==> src/rtl/etd_pkg.sv <==
// shared types and constants of the event, timed and distance photo trigger
// no dependencies; the front, queue, back end and top level import this package
package etd_pkg;

  localparam int unsigned MAX_CAMS   = 8;
  localparam int unsigned QDEPTH     = 2;
  localparam int unsigned QPTR_W     = 1;

  localparam int unsigned CAMERAS_DEF = 4;

  localparam logic [7:0] ALARM_BASE  = 8'd224;
  localparam logic [7:0] STATUS_BASE = 8'd192;
  localparam logic [9:0] KM_FACTOR   = 10'd1000;
  localparam logic [5:0] MIN_FACTOR  = 6'd60;
  localparam logic [24:0] MIN_DISTANCE = 25'd100;
  localparam logic [20:0] MIN_TIME   = 21'd5;

  localparam logic [1:0] STORE_ONLY   = 2'd1;
  localparam logic [1:0] STORE_UPLOAD = 2'd2;
  localparam logic [1:0] STORE_BOTH   = 2'd3;

  localparam logic [7:0] EV_TIMED     = 8'd1;
  localparam logic [7:0] EV_COLLISION = 8'd3;
  localparam logic [7:0] EV_DOOR      = 8'd4;
  localparam logic [7:0] EV_DISTANCE  = 8'd7;

  typedef enum logic [7:0] {
    CFG_ALARM_MASK  = 8'd0,
    CFG_STATUS_MASK = 8'd1,
    CFG_TIME_CTL    = 8'd2,
    CFG_DIST_CTL    = 8'd3,
    CFG_TIME_CHAN   = 8'd4,
    CFG_DIST_CHAN   = 8'd5,
    CFG_TIME_OK     = 8'd6,
    CFG_DIST_OK     = 8'd7
  } cfg_index_t;

  // one queued job: either a single event photo or a list of cameras
  typedef struct packed {
    logic                is_event;
    logic [7:0]          chan;
    logic [7:0]          ev;
    logic [MAX_CAMS-1:0] cams;
    logic [MAX_CAMS-1:0] store_kind;
  } job_t;

endpackage

==> src/rtl/etd_ifs.sv <==
// channel interfaces of the photo trigger: tick input, request output, config writes
// no dependencies
interface etd_in_if;
  logic        valid;
  logic        ready;
  logic [31:0] alarm_word;
  logic [31:0] status_word;
  logic        second_link_open;
  logic        camera_timed_busy;
  logic [28:0] pulse_mileage;
  logic [28:0] meter_mileage;
  logic        speed_source;

  modport source (output valid, alarm_word, status_word, second_link_open,
                  camera_timed_busy, pulse_mileage, meter_mileage, speed_source,
                  input ready);
  modport sink (input valid, alarm_word, status_word, second_link_open,
                camera_timed_busy, pulse_mileage, meter_mileage, speed_source,
                output ready);
endinterface

interface etd_out_if;
  logic       valid;
  logic       ready;
  logic [7:0] channel_mask;
  logic [3:0] camera_id;
  logic [1:0] store_mode;
  logic [7:0] event_type;
  logic       last_of_tick;

  modport source (output valid, channel_mask, camera_id, store_mode, event_type,
                  last_of_tick, input ready);
  modport sink (input valid, channel_mask, camera_id, store_mode, event_type,
                last_of_tick, output ready);
endinterface

interface etd_cfg_if;
  logic        valid;
  logic        ready;
  logic [7:0]  index;
  logic [31:0] data;

  modport source (output valid, index, data, input ready);
  modport sink (input valid, index, data, output ready);
endinterface

==> src/rtl/etd_front.sv <==
// front end: config registers, tick input register and trigger evaluation
// depends on etd_pkg and the channel interfaces; pushes jobs into etd_queue
module etd_front #(
  parameter int unsigned CAMERAS = etd_pkg::CAMERAS_DEF
) (
  input  logic              clk,
  input  logic              rst_n,
  etd_in_if.sink            in_ch,
  etd_cfg_if.sink           cfg_ch,
  output logic              job_valid,
  output etd_pkg::job_t     job_data,
  input  logic              job_ready
);
  import etd_pkg::*;

  localparam logic [7:0] CAM_KEEP = 8'((16'd1 << CAMERAS) - 16'd1);

  // config
  logic [31:0] alarm_mask_r, status_mask_r, time_ctl_r, dist_ctl_r;
  logic [7:0]  time_chan_r, dist_chan_r;
  logic        time_ok_r, dist_ok_r;
  logic [20:0] time_space_r;
  logic [24:0] dist_space_r;
  logic [20:0] time_space_nxt;
  logic [24:0] dist_space_nxt;

  // trigger state
  logic [31:0] prev_alarm_r, prev_status_r, sec_r, npd_r;
  logic [31:0] prev_status_nxt, sec_nxt, npd_nxt;

  // tick register
  logic        s1_valid_r;
  logic [31:0] s1_alarm_r, s1_status_r, s1_dist_r;
  logic        s1_link_r, s1_busy_r;
  logic [28:0] mileage;
  logic        s1_adv;

  function automatic logic [5:0] lowest_bit(input logic [31:0] v);
    logic [5:0] idx;
    idx = 6'd32;
    for (int i = 31; i >= 0; i--) begin
      if (v[i]) idx = 6'(i);
    end
    return idx;
  endfunction

  assign cfg_ch.ready = 1'b1;

  // spacing derived at write time so a tick right after a write sees it
  always_comb begin
    logic [20:0] t;
    logic [24:0] d;
    t = {6'd0, cfg_ch.data[31:17]};
    if (cfg_ch.data[16]) t = 21'(t * MIN_FACTOR);
    time_space_nxt = (t < MIN_TIME) ? MIN_TIME : t;
    d = {10'd0, cfg_ch.data[31:17]};
    if (cfg_ch.data[16]) d = 25'(d * KM_FACTOR);
    dist_space_nxt = (d < MIN_DISTANCE) ? MIN_DISTANCE : d;
  end

  always_ff @(posedge clk) begin
    if (!rst_n) begin
      alarm_mask_r  <= '0;
      status_mask_r <= '0;
      time_ctl_r    <= '0;
      dist_ctl_r    <= '0;
      time_chan_r   <= '0;
      dist_chan_r   <= '0;
      time_ok_r     <= 1'b1;
      dist_ok_r     <= 1'b1;
      time_space_r  <= MIN_TIME;
      dist_space_r  <= MIN_DISTANCE;
    end else if (cfg_ch.valid) begin
      unique case (cfg_ch.index)
        CFG_ALARM_MASK:  alarm_mask_r  <= cfg_ch.data;
        CFG_STATUS_MASK: status_mask_r <= cfg_ch.data;
        CFG_TIME_CTL: begin
          time_ctl_r   <= cfg_ch.data;
          time_space_r <= time_space_nxt;
        end
        CFG_DIST_CTL: begin
          dist_ctl_r   <= cfg_ch.data;
          dist_space_r <= dist_space_nxt;
        end
        CFG_TIME_CHAN:   time_chan_r <= cfg_ch.data[7:0];
        CFG_DIST_CHAN:   dist_chan_r <= cfg_ch.data[7:0];
        CFG_TIME_OK:     time_ok_r   <= cfg_ch.data[0];
        CFG_DIST_OK:     dist_ok_r   <= cfg_ch.data[0];
        default: ;
      endcase
    end
  end

  // tick register: mileage is scaled here, ahead of the state compare
  assign s1_adv      = s1_valid_r && job_ready;
  assign in_ch.ready = !s1_valid_r || s1_adv;
  assign mileage     = in_ch.speed_source ? in_ch.meter_mileage : in_ch.pulse_mileage;

  always_ff @(posedge clk) begin
    if (!rst_n) begin
      s1_valid_r <= 1'b0;
    end else if (in_ch.ready) begin
      s1_valid_r <= in_ch.valid;
    end
  end

  always_ff @(posedge clk) begin
    if (in_ch.ready && in_ch.valid) begin
      s1_alarm_r  <= in_ch.alarm_word;
      s1_status_r <= in_ch.status_word;
      s1_link_r   <= in_ch.second_link_open;
      s1_busy_r   <= in_ch.camera_timed_busy;
      s1_dist_r   <= (32'(mileage) << 3) + (32'(mileage) << 1);
    end
  end

  // trigger evaluation, first claim ends the tick
  always_comb begin
    logic [31:0] ra, rs, sec_inc;
    logic [5:0]  ba, bs;
    logic [7:0]  ev_chan, tcams, dcams;
    logic        claimed;
    ra      = s1_alarm_r & ~prev_alarm_r & alarm_mask_r;
    rs      = s1_status_r & ~prev_status_r & status_mask_r;
    ba      = lowest_bit(ra);
    bs      = lowest_bit(rs);
    ev_chan = {6'd0, s1_link_r, 1'b1};
    tcams   = time_ctl_r[7:0] & CAM_KEEP;
    dcams   = dist_ctl_r[7:0] & CAM_KEEP;
    sec_inc = sec_r + 32'd1;
    claimed = 1'b0;
    job_valid       = 1'b0;
    job_data        = '0;
    prev_status_nxt = prev_status_r;
    sec_nxt         = sec_r;
    npd_nxt         = npd_r;

    // a new emergency bit (bit 0) gives no alarm photo, even with other new alarm bits
    if (ra != '0 && ba != 6'd0) begin
      claimed           = 1'b1;
      job_valid         = 1'b1;
      job_data.is_event = 1'b1;
      job_data.chan     = ev_chan;
      job_data.ev       = (ba == 6'd29 || ba == 6'd30) ? EV_COLLISION
                                                       : ALARM_BASE + {2'd0, ba};
    end

    if (!claimed) begin
      prev_status_nxt = s1_status_r;
      if (rs != '0 && bs != 6'd1 && bs != 6'd2 && bs != 6'd3 && bs != 6'd5) begin
        claimed           = 1'b1;
        job_valid         = 1'b1;
        job_data.is_event = 1'b1;
        job_data.chan     = ev_chan;
        job_data.ev       = (bs >= 6'd13 && bs <= 6'd17) ? EV_DOOR
                                                         : STATUS_BASE + {2'd0, bs};
      end
    end

    if (!claimed && !time_ok_r) claimed = 1'b1;

    if (!claimed) begin
      if (sec_inc >= {11'd0, time_space_r}) begin
        sec_nxt = '0;
        if (s1_busy_r) begin
          claimed = 1'b1;
        end else if (tcams != '0) begin
          claimed             = 1'b1;
          job_valid           = 1'b1;
          job_data.chan       = time_chan_r;
          job_data.ev         = EV_TIMED;
          job_data.cams       = tcams;
          job_data.store_kind = time_ctl_r[15:8];
        end
      end else begin
        sec_nxt = sec_inc;
      end
    end

    if (!claimed && !dist_ok_r) claimed = 1'b1;

    if (!claimed && s1_dist_r >= npd_r) begin
      npd_nxt = s1_dist_r + {7'd0, dist_space_r};
      if (dcams != '0) begin
        job_valid           = 1'b1;
        job_data.chan       = dist_chan_r;
        job_data.ev         = EV_DISTANCE;
        job_data.cams       = dcams;
        job_data.store_kind = dist_ctl_r[15:8];
      end
    end

    job_valid = job_valid && s1_valid_r;
  end

  always_ff @(posedge clk) begin
    if (!rst_n) begin
      prev_alarm_r  <= '0;
      prev_status_r <= '0;
      sec_r         <= '0;
      npd_r         <= '0;
    end else if (s1_adv) begin
      // prev_alarm always ends up equal to the last alarm word
      prev_alarm_r  <= s1_alarm_r;
      prev_status_r <= prev_status_nxt;
      sec_r         <= sec_nxt;
      npd_r         <= npd_nxt;
    end
  end

endmodule

==> src/rtl/etd_queue.sv <==
// short job queue between trigger evaluation and request output
// depends on etd_pkg for the job type
module etd_queue (
  input  logic          clk,
  input  logic          rst_n,
  input  logic          push_valid,
  input  etd_pkg::job_t push_data,
  output logic          push_ready,
  output logic          pop_valid,
  output etd_pkg::job_t pop_data,
  input  logic          pop_ready
);
  import etd_pkg::*;

  job_t              mem_r [QDEPTH];
  logic [QPTR_W-1:0] wr_ptr_r, rd_ptr_r;
  logic [QPTR_W:0]   count_r;
  logic              do_push, do_pop;

  assign push_ready = (count_r != (QPTR_W+1)'(QDEPTH));
  assign pop_valid  = (count_r != '0);
  assign pop_data   = mem_r[rd_ptr_r];
  assign do_push    = push_valid && push_ready;
  assign do_pop     = pop_valid && pop_ready;

  always_ff @(posedge clk) begin
    if (do_push) mem_r[wr_ptr_r] <= push_data;
  end

  always_ff @(posedge clk) begin
    if (!rst_n) begin
      wr_ptr_r <= '0;
      rd_ptr_r <= '0;
      count_r  <= '0;
    end else begin
      if (do_push) begin
        wr_ptr_r <= (wr_ptr_r == QPTR_W'(QDEPTH - 1)) ? '0 : wr_ptr_r + QPTR_W'(1);
      end
      if (do_pop) begin
        rd_ptr_r <= (rd_ptr_r == QPTR_W'(QDEPTH - 1)) ? '0 : rd_ptr_r + QPTR_W'(1);
      end
      if (do_push && !do_pop) count_r <= count_r + (QPTR_W+1)'(1);
      else if (do_pop && !do_push) count_r <= count_r - (QPTR_W+1)'(1);
    end
  end

endmodule

==> src/rtl/etd_back.sv <==
// back end: walks a job's camera list and drives the request output register
// depends on etd_pkg and the output channel interface
module etd_back (
  input  logic          clk,
  input  logic          rst_n,
  input  logic          job_valid,
  input  etd_pkg::job_t job_data,
  output logic          job_ready,
  etd_out_if.source     out_ch
);
  import etd_pkg::*;

  logic       busy_r;
  job_t       job_r;
  logic       out_valid_r;
  logic [7:0] chan_r, ev_r;
  logic [3:0] cam_r;
  logic [1:0] store_r;
  logic       last_r;

  logic                slot_free, emit, finish;
  logic [2:0]          idx;
  logic [MAX_CAMS-1:0] rem;

  always_comb begin
    idx = '0;
    for (int i = MAX_CAMS - 1; i >= 0; i--) begin
      if (job_r.cams[i]) idx = 3'(i);
    end
    rem = job_r.cams & ~(MAX_CAMS'(1) << idx);
  end

  assign slot_free = !out_valid_r || out_ch.ready;
  assign emit      = busy_r && slot_free;
  assign finish    = emit && (job_r.is_event || rem == '0);
  assign job_ready = !busy_r || finish;

  always_ff @(posedge clk) begin
    if (!rst_n) begin
      busy_r      <= 1'b0;
      out_valid_r <= 1'b0;
    end else begin
      if (job_ready) busy_r <= job_valid;
      if (slot_free) out_valid_r <= emit;
    end
  end

  always_ff @(posedge clk) begin
    if (job_ready && job_valid) begin
      job_r <= job_data;
    end else if (emit) begin
      job_r.cams <= rem;
    end
    if (emit) begin
      chan_r <= job_r.chan;
      ev_r   <= job_r.ev;
      if (job_r.is_event) begin
        cam_r   <= 4'd0;
        store_r <= STORE_BOTH;
        last_r  <= 1'b1;
      end else begin
        cam_r   <= {1'b0, idx} + 4'd1;
        store_r <= job_r.store_kind[idx] ? STORE_ONLY : STORE_UPLOAD;
        last_r  <= (rem == '0);
      end
    end
  end

  assign out_ch.valid        = out_valid_r;
  assign out_ch.channel_mask = chan_r;
  assign out_ch.camera_id    = cam_r;
  assign out_ch.store_mode   = store_r;
  assign out_ch.event_type   = ev_r;
  assign out_ch.last_of_tick = last_r;

endmodule

==> src/rtl/event_timed_distance_photo_trigger.sv <==
// top level of the event, timed and distance photo trigger
// depends on etd_pkg, the channel interfaces, etd_front, etd_queue and etd_back
//
//  channel  dir  moves per transfer
//  in_ch    in   one tick: alarm/status words, link, busy, mileages, source
//  out_ch   out  one photo request: channel, camera, store mode, event, last
//  cfg_ch   in   one register write: index 0..7, 32-bit data (ready always high)
//
// a tick can be taken every cycle while the queue has room; it is held in the
// input register, evaluated against the trigger state and queued as a job (2
// entries) if it gives a photo; the back end loads the job into its job register
// and drives one request per camera (up to CAMERAS), or one for an event job
// rst_n is synchronous: config returns to reset values, trigger state clears
// a stalled output holds its register; the queue lets the front keep taking ticks
module event_timed_distance_photo_trigger #(
  parameter int unsigned CAMERAS = etd_pkg::CAMERAS_DEF
) (
  input  logic       clk,
  input  logic       rst_n,
  etd_in_if.sink     in_ch,
  etd_out_if.source  out_ch,
  etd_cfg_if.sink    cfg_ch
);
  import etd_pkg::*;

  logic fq_valid, fq_ready, qb_valid, qb_ready;
  job_t fq_data, qb_data;

  etd_front #(.CAMERAS(CAMERAS)) u_front (
    .clk       (clk),
    .rst_n     (rst_n),
    .in_ch     (in_ch),
    .cfg_ch    (cfg_ch),
    .job_valid (fq_valid),
    .job_data  (fq_data),
    .job_ready (fq_ready)
  );

  etd_queue u_queue (
    .clk        (clk),
    .rst_n      (rst_n),
    .push_valid (fq_valid),
    .push_data  (fq_data),
    .push_ready (fq_ready),
    .pop_valid  (qb_valid),
    .pop_data   (qb_data),
    .pop_ready  (qb_ready)
  );

  etd_back u_back (
    .clk       (clk),
    .rst_n     (rst_n),
    .job_valid (qb_valid),
    .job_data  (qb_data),
    .job_ready (qb_ready),
    .out_ch    (out_ch)
  );

endmodule
==> src/flat_wrapper.sv <==
// flat-port wrapper written by rule: the top's interface ports become plain ports
module event_timed_distance_photo_trigger_flat import etd_pkg::*;
#(
  parameter int unsigned CAMERAS = etd_pkg::CAMERAS_DEF
)
  (clk, rst_n, in_ch_valid, in_ch_alarm_word, in_ch_status_word, in_ch_second_link_open, in_ch_camera_timed_busy, in_ch_pulse_mileage, in_ch_meter_mileage, in_ch_speed_source, in_ch_ready, out_ch_valid, out_ch_channel_mask, out_ch_camera_id, out_ch_store_mode, out_ch_event_type, out_ch_last_of_tick, out_ch_ready, cfg_ch_valid, cfg_ch_index, cfg_ch_data, cfg_ch_ready);
  etd_in_if in_ch_i ();
  etd_out_if out_ch_i ();
  etd_cfg_if cfg_ch_i ();
  input  logic clk;
  input  logic rst_n;
  input wire logic [$bits(in_ch_i.valid)-1:0] in_ch_valid;
  input wire logic [$bits(in_ch_i.alarm_word)-1:0] in_ch_alarm_word;
  input wire logic [$bits(in_ch_i.status_word)-1:0] in_ch_status_word;
  input wire logic [$bits(in_ch_i.second_link_open)-1:0] in_ch_second_link_open;
  input wire logic [$bits(in_ch_i.camera_timed_busy)-1:0] in_ch_camera_timed_busy;
  input wire logic [$bits(in_ch_i.pulse_mileage)-1:0] in_ch_pulse_mileage;
  input wire logic [$bits(in_ch_i.meter_mileage)-1:0] in_ch_meter_mileage;
  input wire logic [$bits(in_ch_i.speed_source)-1:0] in_ch_speed_source;
  output wire logic [$bits(in_ch_i.ready)-1:0] in_ch_ready;
  output wire logic [$bits(out_ch_i.valid)-1:0] out_ch_valid;
  output wire logic [$bits(out_ch_i.channel_mask)-1:0] out_ch_channel_mask;
  output wire logic [$bits(out_ch_i.camera_id)-1:0] out_ch_camera_id;
  output wire logic [$bits(out_ch_i.store_mode)-1:0] out_ch_store_mode;
  output wire logic [$bits(out_ch_i.event_type)-1:0] out_ch_event_type;
  output wire logic [$bits(out_ch_i.last_of_tick)-1:0] out_ch_last_of_tick;
  input wire logic [$bits(out_ch_i.ready)-1:0] out_ch_ready;
  input wire logic [$bits(cfg_ch_i.valid)-1:0] cfg_ch_valid;
  input wire logic [$bits(cfg_ch_i.index)-1:0] cfg_ch_index;
  input wire logic [$bits(cfg_ch_i.data)-1:0] cfg_ch_data;
  output wire logic [$bits(cfg_ch_i.ready)-1:0] cfg_ch_ready;
  assign in_ch_i.valid = in_ch_valid;
  assign in_ch_i.alarm_word = in_ch_alarm_word;
  assign in_ch_i.status_word = in_ch_status_word;
  assign in_ch_i.second_link_open = in_ch_second_link_open;
  assign in_ch_i.camera_timed_busy = in_ch_camera_timed_busy;
  assign in_ch_i.pulse_mileage = in_ch_pulse_mileage;
  assign in_ch_i.meter_mileage = in_ch_meter_mileage;
  assign in_ch_i.speed_source = in_ch_speed_source;
  assign in_ch_ready = in_ch_i.ready;
  assign out_ch_valid = out_ch_i.valid;
  assign out_ch_channel_mask = out_ch_i.channel_mask;
  assign out_ch_camera_id = out_ch_i.camera_id;
  assign out_ch_store_mode = out_ch_i.store_mode;
  assign out_ch_event_type = out_ch_i.event_type;
  assign out_ch_last_of_tick = out_ch_i.last_of_tick;
  assign out_ch_i.ready = out_ch_ready;
  assign cfg_ch_i.valid = cfg_ch_valid;
  assign cfg_ch_i.index = cfg_ch_index;
  assign cfg_ch_i.data = cfg_ch_data;
  assign cfg_ch_ready = cfg_ch_i.ready;
  event_timed_distance_photo_trigger #(.CAMERAS(CAMERAS)) u_core (.clk(clk), .rst_n(rst_n), .in_ch(in_ch_i), .out_ch(out_ch_i), .cfg_ch(cfg_ch_i));
endmodule
==> config.mk <==
export PLATFORM = sky130hd
export DESIGN_NAME = event_timed_distance_photo_trigger_flat
export DESIGN_NICKNAME = d
export VERILOG_FILES = /design/src/rtl/etd_pkg.sv /design/src/rtl/etd_ifs.sv /design/src/rtl/etd_front.sv /design/src/rtl/etd_queue.sv /design/src/rtl/etd_back.sv /design/src/rtl/event_timed_distance_photo_trigger.sv /design/src/flat_wrapper.sv
export SDC_FILE = /design/constraint.sdc
export NUM_CORES = 1
export LEC_CHECK = 0
export BUFFER_PORTS_ARGS = -buffer_cell sky130_fd_sc_hd__buf_4
export CORE_ASPECT_RATIO = 0.75
export CORE_MARGIN = 10
export CORE_UTILIZATION = 55
export CTS_BUF_LIST = sky130_fd_sc_hd__clkbuf_4 sky130_fd_sc_hd__clkbuf_8 sky130_fd_sc_hd__clkbuf_16
export CTS_CLUSTER_SIZE = 12
export DETAILED_ROUTE_END_ITERATION = 10
export HOLD_SLACK_MARGIN = 0.05
export PLACE_DENSITY_LB_ADDON = 0.3
export SLEW_MARGIN = 0
export SYNTH_ARGS = -nofsm -noshare
export SYNTH_HDL_FRONTEND = slang
export SYNTH_SLANG_ARGS = --single-unit
==> constraint.sdc <==
create_clock -name clk -period 7 [get_ports clk]
set_input_delay 1.4 -clock clk [delete_from_list [all_inputs] [get_ports clk]]
set_output_delay 1.4 -clock clk [all_outputs]
set_load 0.02 [all_outputs]
==> impl_metrics.json, run 1 <==
{
  "yosysSeqAreaShare": 0.438,
  "slew_headroom": 0.161,
  "yosys-top-cells-area": "edfxtp_1 23%, dfxtp_1 21%, ha_1 8.0%",
  "r2r_cells": 17,
  "worstSetupStartpointType": "input pin",
  "max-cap-violations": 0,
  "vias": 22000,
  "synth.most_common_cell": "nand2_1",
  "die_h_um": 213,
  "hold_path_class": "flop to flop",
  "clockBufferDepth": 3,
  "synth-xor-area-share": 0.0304,
  "synthCells": 2829,
  "htreeDepth": 2,
  "die_area_mm2": 0.0592,
  "synth_edf_count": 207,
  "rsz0062_at_grt": "false",
  "drive_gt1_frac": 0.129,
  "wire_per_inst_um": 19.7,
  "syn_avg_cell_area_um2": 9.68,
  "clock_latency_ns": 0.60,
  "cts_buffers": 48,
  "ys_async_sr_fraction": 0,
  "core_area_mm2": 0.0490,
  "antenna_found_initial": 1,
  "fmax_mhz": 153,
  "worst_pin_slew_ns": 1.26,
  "status": "completed",
  "nNetsFinal": 3393,
  "setup_viol": 0,
  "yosys.area.top_type_share": 0.227,
  "synth_compound_area_frac": 0.152,
  "required_ns": 7.44,
  "crit_arrival_ns": 6.95,
  "grt_use_total": 0.234,
  "fin_crit_sh": 0.931,
  "critical_path_class": "input pin to flop",
  "tritoncts": "done",
  "synth_top_family_by_area": "simple AND/OR/NAND/NOR gates",
  "cts_root_buffer": "clkbuf_16",
  "synth_common_cells": "440 x nand2_1, 288 x dfxtp_1, 283 x a21oi_1",
  "power_density_mw_per_mm2": 290,
  "port_buffers": 194,
  "rows": 70,
  "viasPerCell": 6.01,
  "synth_top_cell_by_area": "edfxtp_1",
  "ios": 196,
  "ys_seq_elements": 495,
  "yosysWarnings": 0,
  "reg2reg_slack_ns": 1.40,
  "hold_start": "u_core.u_back.job_r[25]",
  "cp_max_fo": 9,
  "diodes": 0,
  "setup_ws_ns": 0.481,
  "start_util": 0.559,
  "synth_ff_type": "dfxtp_1",
  "final.min_clock_period_ns": 6.52,
  "irDropWorstVdd_uv": 168,
  "drtPass1Iterations": 5,
  "hold_end": "u_core.u_back.out_ch.channel_mask[1]",
  "grt_max_degree": 186,
  "post_cts_resized": 0,
  "areaGrowthSynthToFinish_pct": 13.2,
  "timing.rr.start": "u_core.u_front.sec_r[0]",
  "grt_pass1_vias": 21200,
  "slew_viol_final": 0,
  "synth_mux_area_frac": 0.0419,
  "grt_overflow": 0,
  "holdPathStages": 0,
  "ctsHoldBuffers": 0,
  "clk_pin_slew_worst_paths_ns": 0.06,
  "syn_area_mm2": 0.0274,
  "detail-route-antenna-nets": 0,
  "dr.first_iter.drc_count": 2188,
  "synth_nets": 3240,
  "cts_sinks": 495,
  "dp_slack_ns": 0.0407,
  "hold_violations": 0,
  "grt_pass1_wl_mm": 114,
  "drc": 0,
  "gp_congestion": 0.985,
  "synthSimpleGateAreaFrac": 0.176,
  "dp_hpwl_mm": 53.6,
  "totalWireLength_mm": 72.3,
  "fin_setup_tns_ns": 0,
  "ys_types": 92,
  "postCtsSetupBuffers": 0,
  "leakage_nw": 12.3,
  "synth-adder-area-share": 0.128,
  "fp.dieW_um": 278,
  "finClkSkew_ns": 0.0286,
  "r2r_end": "u_core.u_queue.mem_r[1][30]",
  "end_kind": "flop"
}
-- stage by stage --
step / hold slack [ns] / instances / utilization / total power (W) / cell area [um^2]
floorplan: 0.400 / 2829 / - / 0.00564 / 27400
global placement: 0.401 / 3580 / 0.601 / 0.00632 / 29400
detailed placement: 0.405 / 3580 / 0.601 / 0.00643 / 29400
CTS: 0.419 / 3669 / 0.633 / 0.00899 / 31000
global route: 0.426 / 3669 / 0.633 / 0.00947 / 31000
finish: 0.417 / 3669 / 0.633 / 0.00900 / 31000
-- state kept, by name, indices dropped and copies added, names as in the netlist, 4 cells and up, named ones only --
| name | cells |
|---|---|
| u_core.u_front.dist_chan_r | 8 |
| u_core.u_front.sec_r | 32 |
| u_core.u_front.dist_ctl_r | 12 |
| u_core.u_queue.mem_r | 56 |
| u_core.u_back.out_ch.camera_id | 4 |
| u_core.u_front.time_ctl_r | 12 |
| u_core.u_front.npd_r | 32 |
| u_core.u_back.out_ch.channel_mask | 8 |
| u_core.u_front.dist_space_r | 25 |
| u_core.u_back.out_ch.event_type | 7 |
| u_core.u_front.s1_alarm_r | 32 |
| u_core.u_front.s1_status_r | 32 |
| u_core.u_front.prev_status_r | 32 |
| u_core.u_front.s1_dist_r | 31 |
| u_core.u_back.job_r | 32 |
| u_core.u_front.prev_alarm_r | 32 |
| u_core.u_front.alarm_mask_r | 32 |
| u_core.u_front.status_mask_r | 32 |
| u_core.u_front.time_chan_r | 8 |
| u_core.u_front.time_space_r | 21 |
-- area by class of cell --
type	instances	area, um^2
fillers	3900	18000
multi-input cells	2099	14500
flip-flops and latches	495	12000
repair buffers	216	1630
clock buffers	85	1510
well taps	648	811
inverters	122	463
clock inverters	4	71.3
-- cell families (layout without fill, tap and decap cells) --
logic type,Yosys count,after routing
muxes,105,105
and+or+nand+nor,998,998
xor gates and xnor gates,95,95
adders and majority gates,241,241
DFF,495,495
other,1,1
buffers and inverters,235,427
AOI/OAI and AO/OA,659,659
-- where the power goes --
group	leakage [nW]	internal [W]	switching [W]
logic	7.22	0.00119	0.00168
registers	4.23	0.00339	0.000162
clock network	0.807	0.00147	0.00110
-- worst max-delay path, stage by stage --
cell      delay [ns]
buf_4           0.16
fa_1            0.60
inv_1           0.10
fa_1            0.49
fa_1            0.52
inv_1           0.05
fa_1            0.45
ha_1            0.25
a211oi_1        0.42
o211ai_1        0.25
a21oi_1         0.32
a21boi_0        0.21
o41ai_1         0.44
xnor2_1         0.21
o31ai_1         0.12
a211oi_1        0.76
a21oi_1         0.16
-- cell usage in the layout, fill, tap and decap left out, types with 24 or more instances in the layout --
master     count
nand2_1      440
dfxtp_1      288
a21oi_1      282
buf_4        215
edfxtp_1     207
nor2_1       193
ha_1         175
inv_1        121
o21ai_0       88
xnor2_1       70
fa_1          66
nand3b_1      59
mux2_2        53
nand3_1       51
mux2i_1       49
a211oi_1      48
clkbuf_16     48
a21o_1        37
nor3_1        34
clkbuf_4      32
and3_1        28
xor2_1        25
nand2b_1      24
nand4_1       24
-- worst max path at each step --
stage                    start  slack, ns  cells after the start                              to
2_1_floorplan  cfg_ch_data[17]       1.03                     16  u_core.u_front.dist_space_r[3]
3_3_place_gp   cfg_ch_data[17]       0.22                     17  u_core.u_front.dist_space_r[6]
3_5_place_dp   cfg_ch_data[17]       0.04                     17  u_core.u_front.dist_space_r[6]
4_1_cts        cfg_ch_data[17]       0.61                     17  u_core.u_front.dist_space_r[6]
5_1_grt        cfg_ch_data[17]       0.24                     17  u_core.u_front.dist_space_r[2]
6_report       cfg_ch_data[17]       0.48                     17  u_core.u_front.dist_space_r[6]
-- routing by layer --
metal	global-route usage	wire length, um	up-vias
li1	-	-	10400
met5	0	0	-
met3	0.0507	6120	102
met4	0.0575	1490	0
met1	0.333	33100	10700
met2	0.358	31500	823
(Power assumes the default switching activity.)
==> inputs of run 2 (changes only) <==
Settings changed: ABC_AREA from default to 1.
==> run 2 against run 1 <==
Critical path depth rose by 19. Largest power group unchanged. Power increased by 4.9%. Via count is 1.8% lower. Core utilization increased by 0.97 points. Combinational power grew 7%. Highest routed layer unchanged. Critical endpoint is now u_core.u_front.dist_space_r[4].
==> impl_metrics.json, run 2 <==
{
  "cts_buffers": 50,
  "start_util": 0.561,
  "fin_crit_sh": 0.948,
  "cp_num_cells": 36,
  "synth.most_common_cell": "nor2_1",
  "cp_max_fo": 5,
  "top_register": "u_core.u_queue.mem_r",
  "gp_congestion": 0.942,
  "end_kind": "flop",
  "irDropWorstVdd_uv": 186,
  "yosysSeqAreaShare": 0.449,
  "dp_cells": 3872,
  "critPathMaxStageDelay_ns": 0.55,
  "dp_hpwl_mm": 50.0,
  "tritoncts": "done",
  "wire_per_inst_um": 17.0,
  "holdWs_ns": 0.419,
  "leakage_nw": 13.2,
  "drtPass1Iterations": 6,
  "clk_pin_slew_worst_paths_ns": 0.06,
  "mostFrequentLayoutCells": "475 x nor2_1, 433 x nand2_1, 359 x inv_1",
  "final_util": 0.643,
  "synth_edf_count": 207,
  "largest_reg_flops": 56,
  "dr.first_iter.drc_count": 1934,
  "yosysWarnings": 0,
  "setup_viol": 0,
  "slowest_stage": "fa_1",
  "die_area_mm2": 0.0579,
  "grt_max_degree": 140,
  "crit_arrival_ns": 7.08,
  "fp.dieW_um": 274,
  "areaGrowthSynthToFinish_pct": 14.7,
  "ys_async_sr_fraction": 0,
  "max-cap-violations": 0,
  "cp_num_buf_inv": 4,
  "cts_root_buffer": "clkbuf_16",
  "ctsHoldBuffers": 0,
  "ys_seq_elements": 495,
  "cts_sinks": 495,
  "grt_pass1_wl_mm": 110,
  "drive_gt1_frac": 0.134,
  "final_common_cell": "nor2_1",
  "slew_headroom": 0.184,
  "synth_common_cells": "481 x nor2_1, 434 x nand2_1, 361 x inv_1",
  "holdPathStages": 0,
  "syn_area_mm2": 0.0267,
  "core_area_mm2": 0.0477,
  "rows": 69,
  "worst_pin_slew_ns": 1.22,
  "ys_types": 60,
  "yosys-top-cells-area": "edfxtp_1 23%, dfxtp_1 22%, ha_1 8.2%",
  "finalInstanceArea_mm2": 0.0306,
  "hold_path_class": "flop to flop",
  "hold_violations": 0,
  "placed_area_mm2": 0.0289,
  "synth_nets": 3509,
  "clock_latency_ns": 0.60,
  "finClkSkew_ns": 0.0213,
  "required_ns": 7.44,
  "drc": 0,
  "antenna_found_initial": 0,
  "power_density_mw_per_mm2": 308,
  "crit_path_frequent_cell": "nand2_1",
  "fmax_mhz": 151,
  "detail-route-antenna-nets": 0,
  "synthCells": 3098,
  "grt_use_total": 0.232,
  "nNetsFinal": 3699,
  "clockBufferDepth": 3,
  "critPathTopFamily": "adder cells",
  "status": "completed",
  "vias": 21600,
  "ios": 196,
  "diodes": 0,
  "synth_ff_type": "dfxtp_1",
  "final.min_clock_period_ns": 6.64,
  "yosys.area.top_type_share": 0.233,
  "r2r_cells": 24,
  "grt_overflow": 0,
  "worstSetupStartpointType": "input pin",
  "syn_avg_cell_area_um2": 8.62,
  "slew_viol_final": 0,
  "grt_pass1_vias": 21500,
  "totalWireLength_mm": 67.4,
  "viasPerCell": 5.45,
  "fin_cells": 3969,
  "die_h_um": 211,
  "synth_top_cell_by_area": "edfxtp_1",
  "critical_path_class": "input pin to flop",
  "htreeDepth": 2,
  "port_buffers": 194
}
## run 2: cell types whose count changed in the layout (fill, tap and decap cells not counted), moves of 24 or more
| cell | change |
|---|---|
| xor2_1 | +42 |
| nor2_1 | +282 |
| o21ai_0 | +186 |
| buf_4 | +26 |
| and3_1 | -28 |
| nand3b_1 | -54 |
| inv_1 | +238 |
| a21o_1 | -30 |
| mux2i_1 | -49 |
| xnor2_1 | -49 |
| nand2b_1 | -24 |
| o21ai_1 | +31 |
| a211oi_1 | -36 |
| a21oi_1 | -25 |
## run 2: layer usage
layer / wire [um] / part of all wire / global-route usage
met1: 31400 / 0.47 / 0.332
met4: 1500 / 0.022 / 0.0649
met5: 0 / 0 / 0
met3: 5640 / 0.084 / 0.0465
met2: 28800 / 0.43 / 0.352
## run 2: power by group
part	total [W]	internal [W]	switching (W)
Clock	0.00271	0.00159	0.00112
Combinational	0.00307	0.00121	0.00187
Sequential	0.00365	0.00346	0.000194
Total	0.00943	0.00626	0.00318
## run 2: path summary, 6_finish.rpt
check                          startpoint                                   end  slack (ns)
setup / recovery          cfg_ch_data[17]        u_core.u_front.dist_space_r[4]        0.36
setup reg to reg  u_core.u_front.sec_r[0]           u_core.u_queue.mem_r[0][18]        1.19
hold / removal    u_core.u_back.job_r[30]  u_core.u_back.out_ch.channel_mask[6]        0.42
hold reg to reg   u_core.u_back.job_r[30]  u_core.u_back.out_ch.channel_mask[6]        0.42
## run 2: logic make-up after synthesis
logic type,count (synthesis),share of synthesized area
xor gates and xnor gates,88,0.0289
buffers and inverters,471,0.0685
DFF,495,0.449
AOI/OAI and AO/OA,669,0.136
other,1,0.000140
adders and majority gates,241,0.131
and+or+nand+nor,1083,0.166
muxes,50,0.0211
## run 2: through the flow
step / setup TNS (ns) / setup WS [ns] / total power (W)
after floorplan: 0 / 0.360 / 0.00572
after global placement: -1.05 / -0.216 / 0.00655
after detailed placement: -1.99 / -0.343 / 0.00666
after CTS: 0 / 0.257 / 0.00936
after global routing: -0.0320 / -0.0197 / 0.0100
final: 0 / 0.365 / 0.00943
## run 2: timing repair
action | 4_1_cts | 5_1_grt
gates resized for setup | 0 | 14
setup buffers | 0 | 3
setup endpoints to repair | 0 | 7
## run 2: area by class of cell
type	instances	area (um^2)
Fill cell	3863	17000
Sequential cell	495	12000
Multi-Input combinational cell	2132	13000
Timing Repair Buffer	241	1810
Tap cell	639	800
Clock inverter	8	87.6
Clock buffer	86	1590
Inverter	368	1380
## run 2: worst register-to-register path, delay by kind of cell (launching register included)
kind	cells	cell delay, ns
and+or+nand+nor	18	4.08
DFF	1	0.42
adders and majority gates	2	0.37
AOI/OAI and AO/OA	1	0.28
buffers and inverters	3	0.25
